[config.mk]
export PLATFORM = sky130hd
export DESIGN_NAME = sorted_key_table
export DESIGN_NICKNAME = d
export VERILOG_FILES = /design/src/skt_pkg.sv /design/src/skt_ctrl.sv /design/src/skt_dp.sv /design/src/sorted_key_table.sv
export VERILOG_INCLUDE_DIRS = /design/src /design/src/src
export SDC_FILE = /design/constraint.sdc
export NUM_CORES = 1
export LEC_CHECK = 0
export ABC_CLOCK_PERIOD_IN_PS = 5800
export BUFFER_PORTS_ARGS = -buffer_cell sky130_fd_sc_hd__buf_2
export CAP_MARGIN = 20
export CORE_ASPECT_RATIO = 1.75
export CORE_MARGIN = 5
export CORE_UTILIZATION = 41
export CTS_CLUSTER_DIAMETER = 120
export DETAILED_ROUTE_END_ITERATION = 10
export PLACE_DENSITY = 0.64
export SETUP_SLACK_MARGIN = 0.2
export SYNTH_ARGS = -nofsm -noshare
export SYNTH_HDL_FRONTEND = slang
export SYNTH_SLANG_ARGS = --single-unit
[constraint.sdc]
create_clock -name clk -period 5.8 [get_ports clk]
set_clock_uncertainty 0.2 [all_clocks]
set_input_delay 0 -clock clk [delete_from_list [all_inputs] [get_ports clk]]
set_output_delay 0 -clock clk [all_outputs]
set_load 0.05 [all_outputs]
[src/sorted_key_table_defines.svh]
`ifndef SORTED_KEY_TABLE_DEFINES_SVH
`define SORTED_KEY_TABLE_DEFINES_SVH

// Invariant checked at every clock edge outside reset.
`define SKT_CHECK(lbl, cond, msg) \
	lbl: assert property (@(posedge clk) disable iff (!arst_n) (cond)) else $error(msg);

// Same-cycle implication checked outside reset.
`define SKT_IMPLY(lbl, ante, cons, msg) \
	lbl: assert property (@(posedge clk) disable iff (!arst_n) (ante) |-> (cons)) \
		else $error(msg);

`endif

[src/skt_pkg.sv]
package skt_pkg;

	localparam logic [2:0] CMD_INSERT = 3'd0;
	localparam logic [2:0] CMD_DELETE = 3'd1;
	localparam logic [2:0] CMD_SEARCH = 3'd2;
	localparam logic [2:0] CMD_REWIND = 3'd3;
	localparam logic [2:0] CMD_NEXT   = 3'd4;
	localparam logic [2:0] CMD_CLEAR  = 3'd5;

	typedef enum logic [1:0] {
		STS_OK     = 2'd0,
		STS_FULL   = 2'd1,
		STS_ABSENT = 2'd2,
		STS_EMPTY  = 2'd3
	} status_t;

	typedef struct packed {
		logic [2:0]  cmd;
		logic [15:0] key;
	} req_t;

	typedef struct packed {
		logic        found;
		logic [15:0] item;
		logic [6:0]  count;
		logic        full_res;
		status_t     status;
	} rsp_t;

	typedef enum logic [2:0] {
		IDX_HOLD = 3'd0,
		IDX_TOP  = 3'd1,
		IDX_ZERO = 3'd2,
		IDX_INC  = 3'd3,
		IDX_DEC  = 3'd4
	} idx_op_t;

	typedef enum logic [1:0] {
		WA_ZERO = 2'd0,
		WA_UP   = 2'd1,
		WA_DOWN = 2'd2
	} wa_sel_t;

	typedef enum logic [1:0] {
		CNT_HOLD = 2'd0,
		CNT_INC  = 2'd1,
		CNT_DEC  = 2'd2,
		CNT_CLR  = 2'd3
	} cnt_op_t;

	typedef enum logic [1:0] {
		ITEM_NONE  = 2'd0,
		ITEM_KEY   = 2'd1,
		ITEM_RDATA = 2'd2
	} item_sel_t;

	typedef struct packed {
		logic      latch;
		idx_op_t   idx_op;
		logic      rd_en;
		logic      rd_iter;
		logic      wr_en;
		logic      wr_key;
		wa_sel_t   wa_sel;
		cnt_op_t   cnt_op;
		logic      iter_rewind;
		logic      iter_step;
		logic      res_set;
		logic      res_found;
		item_sel_t res_item;
		status_t   res_status;
	} skt_cmd_t;

	typedef struct packed {
		logic [2:0] op;
		logic       empty;
		logic       full;
		logic       idx_zero;
		logic       idx_last;
		logic       lt;
		logic       eq;
	} skt_sts_t;

endpackage

[src/skt_ctrl.sv]
module skt_ctrl (
	input  logic            clk,
	input  logic            arst_n,
	input  logic            req_valid,
	output logic            req_stall,
	input  logic            slot_free,
	output logic            load,
	output skt_pkg::skt_cmd_t cmd,
	input  skt_pkg::skt_sts_t sts
);
	import skt_pkg::*;

	typedef enum logic [7:0] {
		S_IDLE      = 8'b0000_0001,
		S_DISPATCH  = 8'b0000_0010,
		S_INS_WALK  = 8'b0000_0100,
		S_INS_LAST  = 8'b0000_1000,
		S_SCAN      = 8'b0001_0000,
		S_DEL_SHIFT = 8'b0010_0000,
		S_ITER_WAIT = 8'b0100_0000,
		S_RESP      = 8'b1000_0000
	} state_t;

	state_t state_q, state_d;

	always_ff @(posedge clk or negedge arst_n) begin
		if (!arst_n) begin
			state_q <= S_IDLE;
		end else begin
			state_q <= state_d;
		end
	end

	assign req_stall = (state_q != S_IDLE);

	always_comb begin
		state_d = state_q;
		cmd     = '0;
		load    = 1'b0;
		unique case (state_q)
			S_IDLE: begin
				if (req_valid) begin
					cmd.latch = 1'b1;
					state_d   = S_DISPATCH;
				end
			end
			S_DISPATCH: begin
				cmd.res_set = 1'b1;
				state_d     = S_RESP;
				unique case (sts.op)
					CMD_INSERT: begin
						if (sts.full) begin
							cmd.res_status = STS_FULL;
						end else if (sts.empty) begin
							cmd.wr_en  = 1'b1;
							cmd.wr_key = 1'b1;
							cmd.wa_sel = WA_ZERO;
							cmd.cnt_op = CNT_INC;
						end else begin
							cmd.res_set = 1'b0;
							cmd.idx_op  = IDX_TOP;
							cmd.rd_en   = 1'b1;
							state_d     = S_INS_WALK;
						end
					end
					CMD_DELETE, CMD_SEARCH: begin
						if (sts.empty) begin
							cmd.res_status = (sts.op == CMD_DELETE) ? STS_ABSENT : STS_OK;
						end else begin
							cmd.res_set = 1'b0;
							cmd.idx_op  = IDX_ZERO;
							cmd.rd_en   = 1'b1;
							state_d     = S_SCAN;
						end
					end
					CMD_REWIND: begin
						cmd.iter_rewind = 1'b1;
					end
					CMD_NEXT: begin
						if (sts.empty) begin
							cmd.res_status = STS_EMPTY;
						end else begin
							cmd.res_set   = 1'b0;
							cmd.iter_step = 1'b1;
							cmd.rd_en     = 1'b1;
							cmd.rd_iter   = 1'b1;
							state_d       = S_ITER_WAIT;
						end
					end
					CMD_CLEAR: begin
						cmd.cnt_op      = CNT_CLR;
						cmd.iter_rewind = 1'b1;
					end
					default: begin
					end
				endcase
			end
			S_INS_WALK: begin
				cmd.wr_en  = 1'b1;
				cmd.wa_sel = WA_UP;
				if (sts.lt) begin
					cmd.wr_key  = 1'b1;
					cmd.cnt_op  = CNT_INC;
					cmd.res_set = 1'b1;
					state_d     = S_RESP;
				end else if (sts.idx_zero) begin
					state_d = S_INS_LAST;
				end else begin
					cmd.idx_op = IDX_DEC;
					cmd.rd_en  = 1'b1;
				end
			end
			S_INS_LAST: begin
				cmd.wr_en   = 1'b1;
				cmd.wr_key  = 1'b1;
				cmd.wa_sel  = WA_ZERO;
				cmd.cnt_op  = CNT_INC;
				cmd.res_set = 1'b1;
				state_d     = S_RESP;
			end
			S_SCAN: begin
				if (sts.lt && !sts.idx_last) begin
					cmd.idx_op = IDX_INC;
					cmd.rd_en  = 1'b1;
				end else if (sts.eq) begin
					cmd.res_set   = 1'b1;
					cmd.res_found = 1'b1;
					if (sts.op == CMD_SEARCH) begin
						cmd.res_item = ITEM_KEY;
						state_d      = S_RESP;
					end else if (sts.idx_last) begin
						cmd.cnt_op = CNT_DEC;
						state_d    = S_RESP;
					end else begin
						cmd.idx_op = IDX_INC;
						cmd.rd_en  = 1'b1;
						state_d    = S_DEL_SHIFT;
					end
				end else begin
					cmd.res_set    = 1'b1;
					cmd.res_status = (sts.op == CMD_DELETE) ? STS_ABSENT : STS_OK;
					state_d        = S_RESP;
				end
			end
			S_DEL_SHIFT: begin
				cmd.wr_en  = 1'b1;
				cmd.wa_sel = WA_DOWN;
				if (sts.idx_last) begin
					cmd.cnt_op = CNT_DEC;
					state_d    = S_RESP;
				end else begin
					cmd.idx_op = IDX_INC;
					cmd.rd_en  = 1'b1;
				end
			end
			S_ITER_WAIT: begin
				cmd.res_set  = 1'b1;
				cmd.res_item = ITEM_RDATA;
				state_d      = S_RESP;
			end
			S_RESP: begin
				if (slot_free) begin
					load    = 1'b1;
					state_d = S_IDLE;
				end
			end
			default: begin
				state_d = S_IDLE;
			end
		endcase
	end

endmodule

[src/skt_dp.sv]
`include "sorted_key_table_defines.svh"

module skt_dp #(
	parameter int DEPTH     = 64,
	parameter int KEY_WIDTH = 16
) (
	input  logic              clk,
	input  logic              arst_n,
	input  skt_pkg::req_t     req,
	input  skt_pkg::skt_cmd_t cmd,
	output skt_pkg::skt_sts_t sts,
	output skt_pkg::rsp_t     res
);
	import skt_pkg::*;

	localparam int AW = $clog2(DEPTH);
	localparam int CW = $clog2(DEPTH + 1);

	logic [KEY_WIDTH-1:0] mem_q [DEPTH];
	logic [KEY_WIDTH-1:0] rdata_q;
	logic [KEY_WIDTH-1:0] key_q;
	logic [KEY_WIDTH-1:0] wr_data;
	logic [2:0]           op_q;
	logic [AW-1:0]        idx_q, idx_d;
	logic [AW-1:0]        iter_pos_q, iter_d;
	logic [AW-1:0]        rd_addr, wr_addr;
	logic [CW-1:0]        cnt_q, idx_up;
	logic                 iter_started_q;
	logic                 found_q;
	logic [15:0]          item_q;
	status_t              status_q;

	assign idx_up = CW'(idx_q) + CW'(1);

	always_comb begin
		unique case (cmd.idx_op)
			IDX_HOLD: idx_d = idx_q;
			IDX_TOP:  idx_d = AW'(cnt_q - CW'(1));
			IDX_ZERO: idx_d = '0;
			IDX_INC:  idx_d = idx_q + AW'(1);
			IDX_DEC:  idx_d = idx_q - AW'(1);
			default:  idx_d = idx_q;
		endcase
	end

	always_comb begin
		priority if (!iter_started_q) begin
			iter_d = '0;
		end else if ((CW'(iter_pos_q) + CW'(1)) >= cnt_q) begin
			iter_d = '0;
		end else begin
			iter_d = iter_pos_q + AW'(1);
		end
	end

	assign rd_addr = cmd.rd_iter ? iter_d : idx_d;

	always_comb begin
		unique case (cmd.wa_sel)
			WA_ZERO: wr_addr = '0;
			WA_UP:   wr_addr = AW'(idx_up);
			WA_DOWN: wr_addr = idx_q - AW'(1);
			default: wr_addr = '0;
		endcase
	end

	assign wr_data = cmd.wr_key ? key_q : rdata_q;

	always_ff @(posedge clk) begin
		if (cmd.wr_en) begin
			mem_q[wr_addr] <= wr_data;
		end
		if (cmd.rd_en) begin
			rdata_q <= mem_q[rd_addr];
		end
	end

	always_ff @(posedge clk) begin
		idx_q <= idx_d;
		if (cmd.latch) begin
			op_q  <= req.cmd;
			key_q <= KEY_WIDTH'(req.key);
		end
		if (cmd.res_set) begin
			found_q  <= cmd.res_found;
			status_q <= cmd.res_status;
			unique case (cmd.res_item)
				ITEM_KEY:   item_q <= 16'(key_q);
				ITEM_RDATA: item_q <= 16'(rdata_q);
				default:    item_q <= '0;
			endcase
		end
	end

	always_ff @(posedge clk or negedge arst_n) begin
		if (!arst_n) begin
			cnt_q          <= '0;
			iter_pos_q     <= '0;
			iter_started_q <= 1'b0;
		end else begin
			unique case (cmd.cnt_op)
				CNT_HOLD: cnt_q <= cnt_q;
				CNT_INC:  cnt_q <= cnt_q + CW'(1);
				CNT_DEC:  cnt_q <= cnt_q - CW'(1);
				CNT_CLR:  cnt_q <= '0;
				default:  cnt_q <= cnt_q;
			endcase
			if (cmd.iter_rewind) begin
				iter_pos_q     <= '0;
				iter_started_q <= 1'b0;
			end else if (cmd.iter_step) begin
				iter_pos_q     <= iter_d;
				iter_started_q <= 1'b1;
			end
		end
	end

	assign sts.op       = op_q;
	assign sts.empty    = (cnt_q == '0);
	assign sts.full     = (cnt_q == CW'(DEPTH));
	assign sts.idx_zero = (idx_q == '0);
	assign sts.idx_last = (idx_up == cnt_q);
	assign sts.lt       = (rdata_q < key_q);
	assign sts.eq       = (rdata_q == key_q);

	assign res.found    = found_q;
	assign res.item     = item_q;
	assign res.count    = 7'(cnt_q);
	assign res.full_res = (cnt_q == CW'(DEPTH));
	assign res.status   = status_q;

	`SKT_CHECK(a_cnt_range, cnt_q <= CW'(DEPTH), "key count above capacity")
	`SKT_IMPLY(a_inc_room, cmd.cnt_op == CNT_INC, cnt_q != CW'(DEPTH), "insert into full table")
	`SKT_IMPLY(a_rd_inside, cmd.rd_en, CW'(rd_addr) < cnt_q, "read beyond stored keys")
	`SKT_IMPLY(a_wr_inside, cmd.wr_en, CW'(wr_addr) <= cnt_q, "write beyond stored keys")

endmodule

[src/sorted_key_table.sv]
// Sorted key table: holds up to DEPTH keys in ascending order (duplicates
// allowed) in a memory with one read and one write port, one command per
// transaction on req and exactly one result transaction on rsp. Insert, delete
// and search walk the stored keys one per clock, insert from the top down and
// delete and search from the bottom up; rewind, clear, get-next and an insert
// into a full table do not walk. The registered memory read sets that pace.
// A command is accepted only while no other command is in flight; a finished
// result waits in the output register while the next command is taken. Errors
// come back in status: insert while full, delete of an absent key, get-next on
// an empty table. count and full_res always describe the table after the command.
module sorted_key_table #(
	parameter int DEPTH     = 64,
	parameter int KEY_WIDTH = 16
) (
	input  logic          clk,
	input  logic          arst_n,
	input  logic          req_valid,
	output logic          req_stall,
	input  skt_pkg::req_t req,
	output logic          rsp_valid,
	input  logic          rsp_stall,
	output skt_pkg::rsp_t rsp
);
	import skt_pkg::*;

	skt_cmd_t cmd;
	skt_sts_t sts;
	rsp_t     res;
	rsp_t     rsp_q;
	logic     rsp_valid_q;
	logic     slot_free;
	logic     load;

	assign slot_free = !rsp_valid_q || !rsp_stall;

	skt_ctrl u_ctrl (
		.clk       (clk),
		.arst_n    (arst_n),
		.req_valid (req_valid),
		.req_stall (req_stall),
		.slot_free (slot_free),
		.load      (load),
		.cmd       (cmd),
		.sts       (sts)
	);

	skt_dp #(
		.DEPTH     (DEPTH),
		.KEY_WIDTH (KEY_WIDTH)
	) u_dp (
		.clk    (clk),
		.arst_n (arst_n),
		.req    (req),
		.cmd    (cmd),
		.sts    (sts),
		.res    (res)
	);

	always_ff @(posedge clk or negedge arst_n) begin
		if (!arst_n) begin
			rsp_valid_q <= 1'b0;
		end else if (load) begin
			rsp_valid_q <= 1'b1;
		end else if (!rsp_stall) begin
			rsp_valid_q <= 1'b0;
		end
	end

	always_ff @(posedge clk) begin
		if (load) begin
			rsp_q <= res;
		end
	end

	assign rsp_valid = rsp_valid_q;
	assign rsp       = rsp_q;

endmodule
### After elaboration in Yosys (flattened, before gate mapping)

Memory sizes are Yosys's and may differ from the RTL's. A register that Yosys moved wholly into a read port is not among the register bits.
Cells that the tools add are included.

* input port bits: 23
* flip-flop bits (word level): 94
* memory bits (writable): 1024
* memories kept: 1
* latch bits: 0
* bits in read-only memories: 0

* muxes and demuxes: 83
* reduce and logical (&&, ||, !) cells: 16
* multipliers: 0
* $add $sub $neg: 7
* bitwise operators: 1
* magnitude comparators: 2
* shift-type cells: 0
* eq/ne operators: 34
* divide/modulo/power cells: 0

Memories
* u_dp.mem_q: depth 64, bits a word 16, rd ports 1, clocked after memory_dff 1, wr ports 1, line skt_dp.sv:19 `logic [KEY_WIDTH-1:0] mem_q [DEPTH];`

Operators by type and width (number)
* 2-to-1 mux 8 bit: 13
* one-hot mux 8 bit (7 select lines): 1
* 2-to-1 mux 6 bit: 8
* one-hot mux 16 bit (2 select lines): 1
* 2-to-1 mux 4 bit: 7
* 2-to-1 mux 2 bit: 12
* one-hot mux 6 bit (4 select lines): 1
* one-hot mux 8 bit (3 select lines): 1
* one-hot mux 7 bit (3 select lines): 1
* 2-to-1 mux 1 bit: 20
* == test 16 bit: 1
* less-than comparator 16 bit: 1
* 2-to-1 mux 16 bit: 1
* one-hot mux 4 bit (4 select lines): 1
* adder 6 x 1 -> 7 bit (second input constant): 2
* adder 6 x 1 -> 6 bit (second input constant): 2
* == test 3 x 2 -> 1 bit (second input constant): 4
* one-hot mux 2 bit (2 select lines): 3
* one-hot mux 2 bit (3 select lines): 2
* one-hot mux 6 bit (2 select lines): 1
* one-hot mux 2 bit (5 select lines): 1
* == test 3 bit (second input constant): 3
* 2-to-1 mux 3 bit: 3
* one-hot mux 1 bit (3 select lines): 3
* 36 further kinds: 50

### Depth between registers and ports, before layout

Gate-level depths: netlist (run 1).

* word-level depth: 10
* depth in mapped cells: 22
* gate-level depth less buffers: 15

### By module

Synthesis (run 1) repeated with hierarchy kept, for this count alone.

* cell total of the unflattened synthesis: 3434
* area, all modules: 47063.9 um^2

By module, submodules not included
* skt_dp: cells each 3288, sequential area each 32841.5 um^2, instances 1, area an instance 45359.8 um^2
* skt_ctrl: cells each 116, sequential area each 201.4 um^2, instances 1, area an instance 857.1 um^2
* sorted_key_table: cells each 30, sequential area each 835.8 um^2, instances 1, area an instance 847.1 um^2

### Worst setup path before layout (run 1)

Ideal clock, no wire load.

* kind: register -> register
* start: register u_dp.rdata_q[14], read port of u_dp.mem_q
* end: memory u_dp.mem_q[0][0], data pin
* clock period less this slack: 5676 ps
* setup slack: 124 ps
* required time: 4898 ps
* stages on the path, launching flop included: 10
* arrival time: 4774 ps
* path through: edfxtp_1 -> ha_1 -> nand4_2 -> or4_1 -> buf_2 -> a21o_4 -> nand3_1 -> o21ai_1 -> clkbuf_1 -> o21ai_0

* cells in the longest elaborated chain, start to end: 4

Ends and longest elaborated chain
* start: declaration: line skt_dp.sv:20 `logic [KEY_WIDTH-1:0] rdata_q;`
* less-than comparator 16 bit: line skt_dp.sv:123 `assign sts.lt = (rdata_q < key_q);`
* 2-to-1 mux 1 bit: line skt_ctrl.sv:101 `if (sts.lt) begin`
* one-hot mux 1 bit (3 select lines): line skt_ctrl.sv:40 `unique case (state_q)`
* 2-to-1 mux 16 bit: line skt_dp.sv:67 `assign wr_data = cmd.wr_key ? key_q : rdata_q;`
* net u_dp.wr_data[0]: line skt_dp.sv:22 `logic [KEY_WIDTH-1:0] wr_data;`
* end: declaration: line skt_dp.sv:19

The timed path passes the listed nets, and every way through them passes these cells.

### Worst setup path in the final report (run 1)

* start: register u_dp.rdata_q[15], read port of u_dp.mem_q
* end: register u_dp.rdata_q[14], read port of u_dp.mem_q, data pin

* cells in the longest elaborated chain, start to end: 7

Ends and longest elaborated chain
* less-than comparator 16 bit / == test 16 bit (equally long branches): line skt_dp.sv:123, skt_dp.sv:124
* logical AND 1 bit / 2-to-1 mux 4 bit (equally long branches): line skt_ctrl.sv:122, skt_ctrl.sv:125
* 2-to-1 mux 4 bit: line skt_ctrl.sv:122 `if (sts.lt && !sts.idx_last) begin`
* one-hot mux 4 bit (4 select lines) *: line skt_ctrl.sv:40
* == test 3 bit (tied with other cells): line skt_dp.sv:36 `unique case (cmd.idx_op)`
* one-hot mux 6 bit (4 select lines): line skt_dp.sv:36
* 2-to-1 mux 6 bit: line skt_dp.sv:56 `assign rd_addr = cmd.rd_iter ? iter_d : idx_d;`

Every way passes the cells marked *; elsewhere a longest branch is shown, timed or not.
A chain may end at the register's enable or synchronous reset.

==> results of run 1 <==
-- timing repair --
item	CTS	global route
hold endpoints to repair	93	0
resized for setup	6	7
pin swaps	3	1
buffers inserted	10	1
setup endpoints to repair	11	13
gates cloned	0	0
hold buffers	45	0
-- cells by family after synthesis --
kind of cell	after synthesis	synth area share, %
DFF	1134	73.2
and+or+nand+nor	1117	10.5
AOI/OAI and AO/OA	810	11.5
buffers and inverters	271	2.54
adders and majority gates	35	0.946
muxes	34	0.779
xor gates and xnor gates	29	0.579
-- area by class of cell --
type | count | area [sq um]
tap | 1485 | 1860
clock inverter | 65 | 609
fill | 9560 | 58400
timing repair buffer | 415 | 3660
sequential | 1134 | 33900
clock buffer | 107 | 2430
antenna | 4 | 10.0
inverter | 38 | 143
multi-input combinational | 2025 | 11300
-- worst max path at each step --
| stage | start | endpoint | slack, ns | depth (start not counted) |
|---|---|---|---|---|
| finish | u_dp.rdata_q[15] | u_dp.rdata_q[14] | 0.33 | 17 |
| global route | u_dp.idx_q[0] | u_dp.rdata_q[14] | 0.22 | 16 |
| CTS | u_dp.rdata_q[15] | u_dp.rdata_q[14] | 0.17 | 16 |
| detailed placement | u_dp.rdata_q[15] | u_dp.rdata_q[14] | -0.13 | 16 |
| global placement | u_dp.rdata_q[15] | u_dp.rdata_q[14] | -0.14 | 16 |
| floorplan | u_dp.rdata_q[14] | u_dp.mem_q[0][0] | 1.23 | 9 |
-- layer usage --
layer | vias to the layer above | routed length [um] | global-route usage, %
met1 | 15400 | 47900 | 25.2
li1 | 13600 | - | -
met4 | 0 | 10300 | 14.0
met3 | 361 | 9130 | 3.27
met2 | 1422 | 69800 | 39.2
met5 | - | 0 | 0
-- registers in the layout (all words and copies together) (netlist names) --
register and count:
u_dp.found_q 1, u_dp.cnt_q 7, u_dp.rdata_q 16, u_dp.status_q 2, u_dp.item_q 16, u_dp.idx_q 6, u_dp.iter_started_q 1, u_ctrl.state_q 8
u_dp.key_q 16, rsp 27, u_dp.mem_q 1024, u_dp.op_q 3, u_dp.iter_pos_q 6, rsp_valid 1
-- cells in the mapped netlist (all sizes together) (3+ instances only) --
cell type / n
a2111oi: 18
a211oi: 54
a21o: 4
a21oi: 398
a221o: 5
a221oi: 133
a22oi: 69
a311oi: 4
a31oi: 49
a32oi: 18
and2: 8
and3: 57
buf: 126
clkbuf: 107
dfrtp: 22
dfxtp: 6
edfxtp: 1105
ha: 35
inv: 38
mux2: 16
mux2i: 18
nand2: 644
nand3: 107
nand3b: 4
nand4: 38
nand4b: 5
nor2: 176
nor2b: 3
nor3: 49
nor4: 10
o21ai: 27
o22ai: 9
o311a: 3
or2: 5
or4: 4
xnor2: 20
xor2: 8
-- through the flow --
step           utilization (%)  area [sq um]  setup TNS, ns  power [mW]  setup WS, ns
2_1_floorplan                -         46300              0        16.3          1.23
3_3_place_gp              44.7         50300         -0.285        21.4        -0.141
3_5_place_dp              44.7         50300         -0.260        21.5        -0.126
4_1_cts                   48.0         53900              0        28.0         0.170
5_1_grt                   48.0         53900              0        29.1         0.224
6_report                  48.0         53900              0        28.0         0.334
-- power by group through the flow --
| stage | logic [mW] | registers, mW | clock network [mW] |
|---|---|---|---|
| after floorplan | 5.97 | 10.3 | 0 |
| after global placement | 11.0 | 10.4 | 0 |
| after detailed placement | 11.1 | 10.4 | 0 |
| after CTS | 11.3 | 10.2 | 6.44 |
| after global routing | 12.1 | 10.2 | 6.76 |
| final | 11.4 | 10.2 | 6.37 |
-- worst max-delay path, stage by stage (launching register included) --
cell	delay, ns
edfxtp_1	0.36
buf_4	0.18
ha_1	0.34
nand4_2	0.14
or4_4	0.62
a21o_4	0.23
nand3_1	0.11
a211oi_1	0.09
buf_4	0.15
a2111oi_4	0.33
and2_4	0.32
buf_4	0.22
buf_12	0.29
a21oi_1	0.11
a221oi_1	0.54
a2111oi_0	0.21
a311oi_2	0.47
and3_1	0.32
==> reports/metrics.yaml, run 1 <==
setup_path:
  reg2reg_depth: 17
  worstReg2RegStart: "u_dp.rdata_q[15]"
  required_ns: 6.12
  r2r_setup_slack_ns: 0.33
  critPathKind: "reg -> reg"
  startpoint_type: "register"
  cp_max_fo: 62
  timing.rr.end: "u_dp.rdata_q[14]"
  critPathArrivalTime_ns: 5.79
  endpoint_kind: "register"
sta:
  period_share_pct: 94.2
  slew_headroom_pct: 26.5
  finalSetupViolations: 0
  holdWs_ns: 0.134
  grt_setup_unrepaired: "no"
  max_freq_mhz: 183
  finalHoldViolCount: 0
  tightest_slew_ns: 1.07
  fin_crit_ns: 5.47
  report.final.slew_viol_count: 0
clocking:
  clock_latency_ns: 0.70
  clkSlewWorstSetupHoldPaths_ns: 0.07
  clockBufferDepth: 3
  cts_max_level: 3
  cts_root_buf: "clkbuf_16"
  cts_buffers: 93
  cts_tree: "yes"
  cts.sinks: 1134
detailed_routing:
  wirelength_mm: 137
  postRouteAntennaNets: 0
  drt-initial-drc-count: 3303
  dr.pass1.iters: 9
  drc: 0
  post_drt_wl_per_cell_um: 26.0
  vias: 30800
  viasPerCell: 5.83
logic_synthesis:
  synthCells: 3430
  synth_area_leaders: "edfxtp_1, nand2_1, a21oi_1, a221oi_1, nor2_1"
  netlist-cell-type-count: 79
  avgSynthCellArea_sq_um: 13.5
  ys_seq_area_share_pct: 73.2
  syn_area_sq_um: 46300
  synth_top_cell_area_share_pct: 71.7
  ys_warn_count: 0
  synth.net_count: 3488
  ys_ff_latch: 1134
  synth_edf_count: 1105
  synthFlopType: "edfxtp_1"
  yosysTopAreaCell: "edfxtp_1"
  async_flop_share_pct: 2.03
power_and_ir_drop:
  p_leak_nw: 18.0
  seqPwrFrac_pct: 36.4
  internal-power_mw: 17.2
  p_comb_share_pct: 40.8
  ir_drop_mv: 0.316
  power_density_nw_per_um2: 519
  sw_frac_of_total_pct: 38.7
  switchingPower_mw: 10.8
  power_frac_clock_pct: 22.8
floorplanning:
  start_util_pct: 41.2
  core-area_sq_um: 112000
  dieArea_sq_um: 120000
  dieHeight_um: 454
  io-pin-count: 52
  rows: 163
  die_w_um: 264
finish:
  final_cells: 5273
  final_cell_mix: "edfxtp_1, nand2_1, a21oi_1"
  mostFrequentLayoutCell: "edfxtp_1"
  nNetsFinal: 3765
  drive_above_1_share_pct: 15.2
  area_growth_pct: 16.6
global_route:
  grtUsageTotal_pct: 22.2
  grt_pass1_vias: 30400
  globalRouteOverflowTotal: 0
  grt_pass1_wl_mm: 201
  grt_max_degree: 67
  antenna_found_initial: 6
job:
  drv_cap: 0
placement:
  port_buffers: 51
  place_inst: 5040
  hpwlAfterDp_mm: 86.4
  place_congestion: 0.899
min_path:
  min_path_type: "in -> async"
outcome:
  status: "finished, final reports clean"
Note: power is estimated with default switching activity, not from simulation.
==> inputs of run 2 (changes only) <==
--- a/config.mk
+++ b/config.mk
@@ -9,7 +9,7 @@
 export ABC_CLOCK_PERIOD_IN_PS = 5800
 export BUFFER_PORTS_ARGS = -buffer_cell sky130_fd_sc_hd__buf_2
 export CAP_MARGIN = 20
-export CORE_ASPECT_RATIO = 1.75
+export CORE_ASPECT_RATIO = 1.1
 export CORE_MARGIN = 5
 export CORE_UTILIZATION = 41
 export CTS_CLUSTER_DIAMETER = 120
==> run 2 against run 1 <==
Compared with the run above:
- register-to-register slack better by 0.02 ns
- combinational power is 11% lower
- power is 2.8% lower
- setup slack better by 0.023 ns
- wire length is 3.5% lower
- largest power group is now registers
==> reports/metrics.yaml, run 2 (synthesis results as in run 1) <==
outcome:
  status: "finished, final reports clean"
setup_path:
  cpMostUsedCell: "buf_4"
  critPathKind: "reg -> reg"
  endpoint_kind: "register"
  crit_slowest_cell: "dfxtp_1"
  cp_slowest_stage_delay_ns: 0.42
  startpoint_type: "register"
  crit_cells: 18
  timing.rr.end: "u_dp.rdata_q[2]"
  path_delay_family: "simple AND/OR/NAND/NOR gates"
  r2r_setup_slack_ns: 0.36
  reg2reg_depth: 18
  crit_chain: "ha_1, nand3_1, xnor2_1, xnor2_1, and3_1, a21o_2, nand3_2, buf_4, nand2_8, buf_12, buf_4, buf_4, nand2_1, a31oi_1, nand4_1, a32oi_1, buf_4, and3_1"
  critPathArrivalTime_ns: 5.79
  crit_buf_inv: 5
  cp_max_fo: 22
  required_ns: 6.14
  worstReg2RegStart: "u_dp.idx_q[1]"
placement:
  place_area_sq_um: 49600
  place_congestion: 0.900
  port_buffers: 51
  hpwlAfterDp_mm: 77.2
  pre_cts_ws_ns: 0.151
power_and_ir_drop:
  power_mw: 27.2
  sw_frac_of_total_pct: 37.7
  p_comb_share_pct: 37.6
  internal-power_mw: 17.0
  p_leak_nw: 17.8
  ir_drop_mv: 0.322
  power_density_nw_per_um2: 508
  power_frac_clock_pct: 24.9
  switchingPower_mw: 10.3
  seqPwrFrac_pct: 37.4
global_route:
  grt_max_degree: 81
  grt_pass1_wl_mm: 193
  grtUsageTotal_pct: 21.3
  globalRouteOverflowTotal: 0
  antenna_found_initial: 1
  grt_pass1_vias: 29300
floorplanning:
  start_util_pct: 41.2
  core-area_sq_um: 112000
  dieHeight_um: 362
  io-pin-count: 52
  rows: 129
  die_w_um: 330
  dieArea_sq_um: 120000
sta:
  finalHoldViolCount: 0
  period_share_pct: 93.8
  tns_ns: 0
  max_freq_mhz: 184
  grt_setup_unrepaired: "no"
  finalSetupViolations: 0
  slew_headroom_pct: 25.1
  tightest_slew_ns: 1.11
  setup_slack_ns: 0.357
  report.final.slew_viol_count: 0
  fin_crit_ns: 5.44
detailed_routing:
  vias: 30600
  postRouteAntennaNets: 0
  drt-initial-drc-count: 3726
  dr.pass1.iters: 7
  post_drt_wl_per_cell_um: 25.3
  viasPerCell: 5.84
  drc: 0
  wirelength_mm: 132
clocking:
  cts_root_buf: "clkbuf_16"
  cts_tree: "yes"
  cts.sinks: 1134
  cts_buffers: 106
  clock_latency_ns: 0.69
  clockBufferDepth: 3
  cts_max_level: 3
  clkSlewWorstSetupHoldPaths_ns: 0.07
finish:
  area_growth_pct: 15.8
  drive_above_1_share_pct: 13.5
  nNetsFinal: 3705
  fillers: 9663
  largest_reg_flops: 1024
  mostFrequentLayoutCell: "edfxtp_1"
  regMostFlops: "u_dp.mem_q"
  fin_area_sq_um: 53600
  final_cell_mix: "edfxtp_1, nand2_1, a21oi_1"
job:
  drv_cap: 0
min_path:
  min-delay-start: "req_valid"
  min_to: "u_ctrl.state_q[5]"
  min_path_type: "in -> reg"
  min_path_cells: 5
==> run 2: changes by cell type in the layout (fill, tap and decap cells not counted), moves of 3 or more <==
cell / previous run / this run
buf_4: 273 / 203
clkbuf_16: 95 / 109
clkbuf_1: 11 / 24
buf_12: 45 / 36
clkinvlp_4: 10 / 3
a2111oi_0: 12 / 15
clkinv_2: 17 / 14
diode_2: 4 / 1
==> run 2: tightest hold or removal path, cell delays in order <==
cell           delay, ns
dlygate4sd3_1       0.52
buf_2               0.12
o22ai_1             0.11
nor2_1              0.12
a22oi_1             0.10
==> run 2: power by group through the flow <==
stage	clock network, mW	logic [mW]	registers [mW]
2_1_floorplan	0	5.97	10.3
3_3_place_gp	0	9.73	10.4
3_5_place_dp	0	9.84	10.4
4_1_cts	6.88	9.95	10.2
5_1_grt	7.23	11.0	10.2
6_report	6.79	10.2	10.2
==> run 2: area by class of cell <==
cell class	count	area, sq um	area share, %
Clock inverter	51	509	0.950
Tap cell	1506	1880	3.52
Timing Repair Buffer	337	2980	5.55
Antenna cell	1	2.50	0.00467
Clock buffer	133	2820	5.26
Multi-Input combinational cell	2030	11400	21.2
Inverter	38	143	0.266
Sequential cell	1134	33900	63.2
==> run 2: per-layer routing <==
layer / GRT usage [%] / up-vias / wire [um]
li1: - / 13500 / -
met5: 0 / - / 0
met3: 3.64 / 253 / 11400
met2: 34.7 / 1481 / 63100
met4: 8.05 / 0 / 5580
met1: 28.8 / 15300 / 52200
==> run 2: through the flow <==
stage                     hold slack, ns  instances  utilization [%]
after floorplan                   -0.496       3430                -
after global placement            -0.170       4984             44.2
after detailed placement          -0.166       4984             44.2
after CTS                         0.0878       5219             47.6
after global routing               0.169       5229             47.7
final                              0.141       5230             47.7
==> run 2: worst max-delay path by stage <==
| stage | startpoint | endpoint | slack [ns] |
|---|---|---|---|
| after floorplan | u_dp.rdata_q[14] | u_dp.mem_q[0][0] | 1.23 |
| after global placement | u_dp.iter_pos_q[0] | u_dp.rdata_q[9] | 0.19 |
| after detailed placement | u_dp.iter_pos_q[0] | u_dp.rdata_q[9] | 0.15 |
| after CTS | u_dp.rdata_q[12] | u_dp.rdata_q[10] | 0.24 |
| after global routing | u_dp.iter_pos_q[0] | u_dp.rdata_q[9] | 0.20 |
| final | u_dp.idx_q[1] | u_dp.rdata_q[2] | 0.36 |
==> run 2: what timing repair did <==
item | in CTS | in global routing
hold endpoints to repair | 95 | 0
buffers inserted | 3 | 6
gates cloned | 2 | 3
resized for setup | 1 | 6
setup endpoints to repair | 3 | 14
pin swaps | 1 | 5
hold buffers | 46 | 0
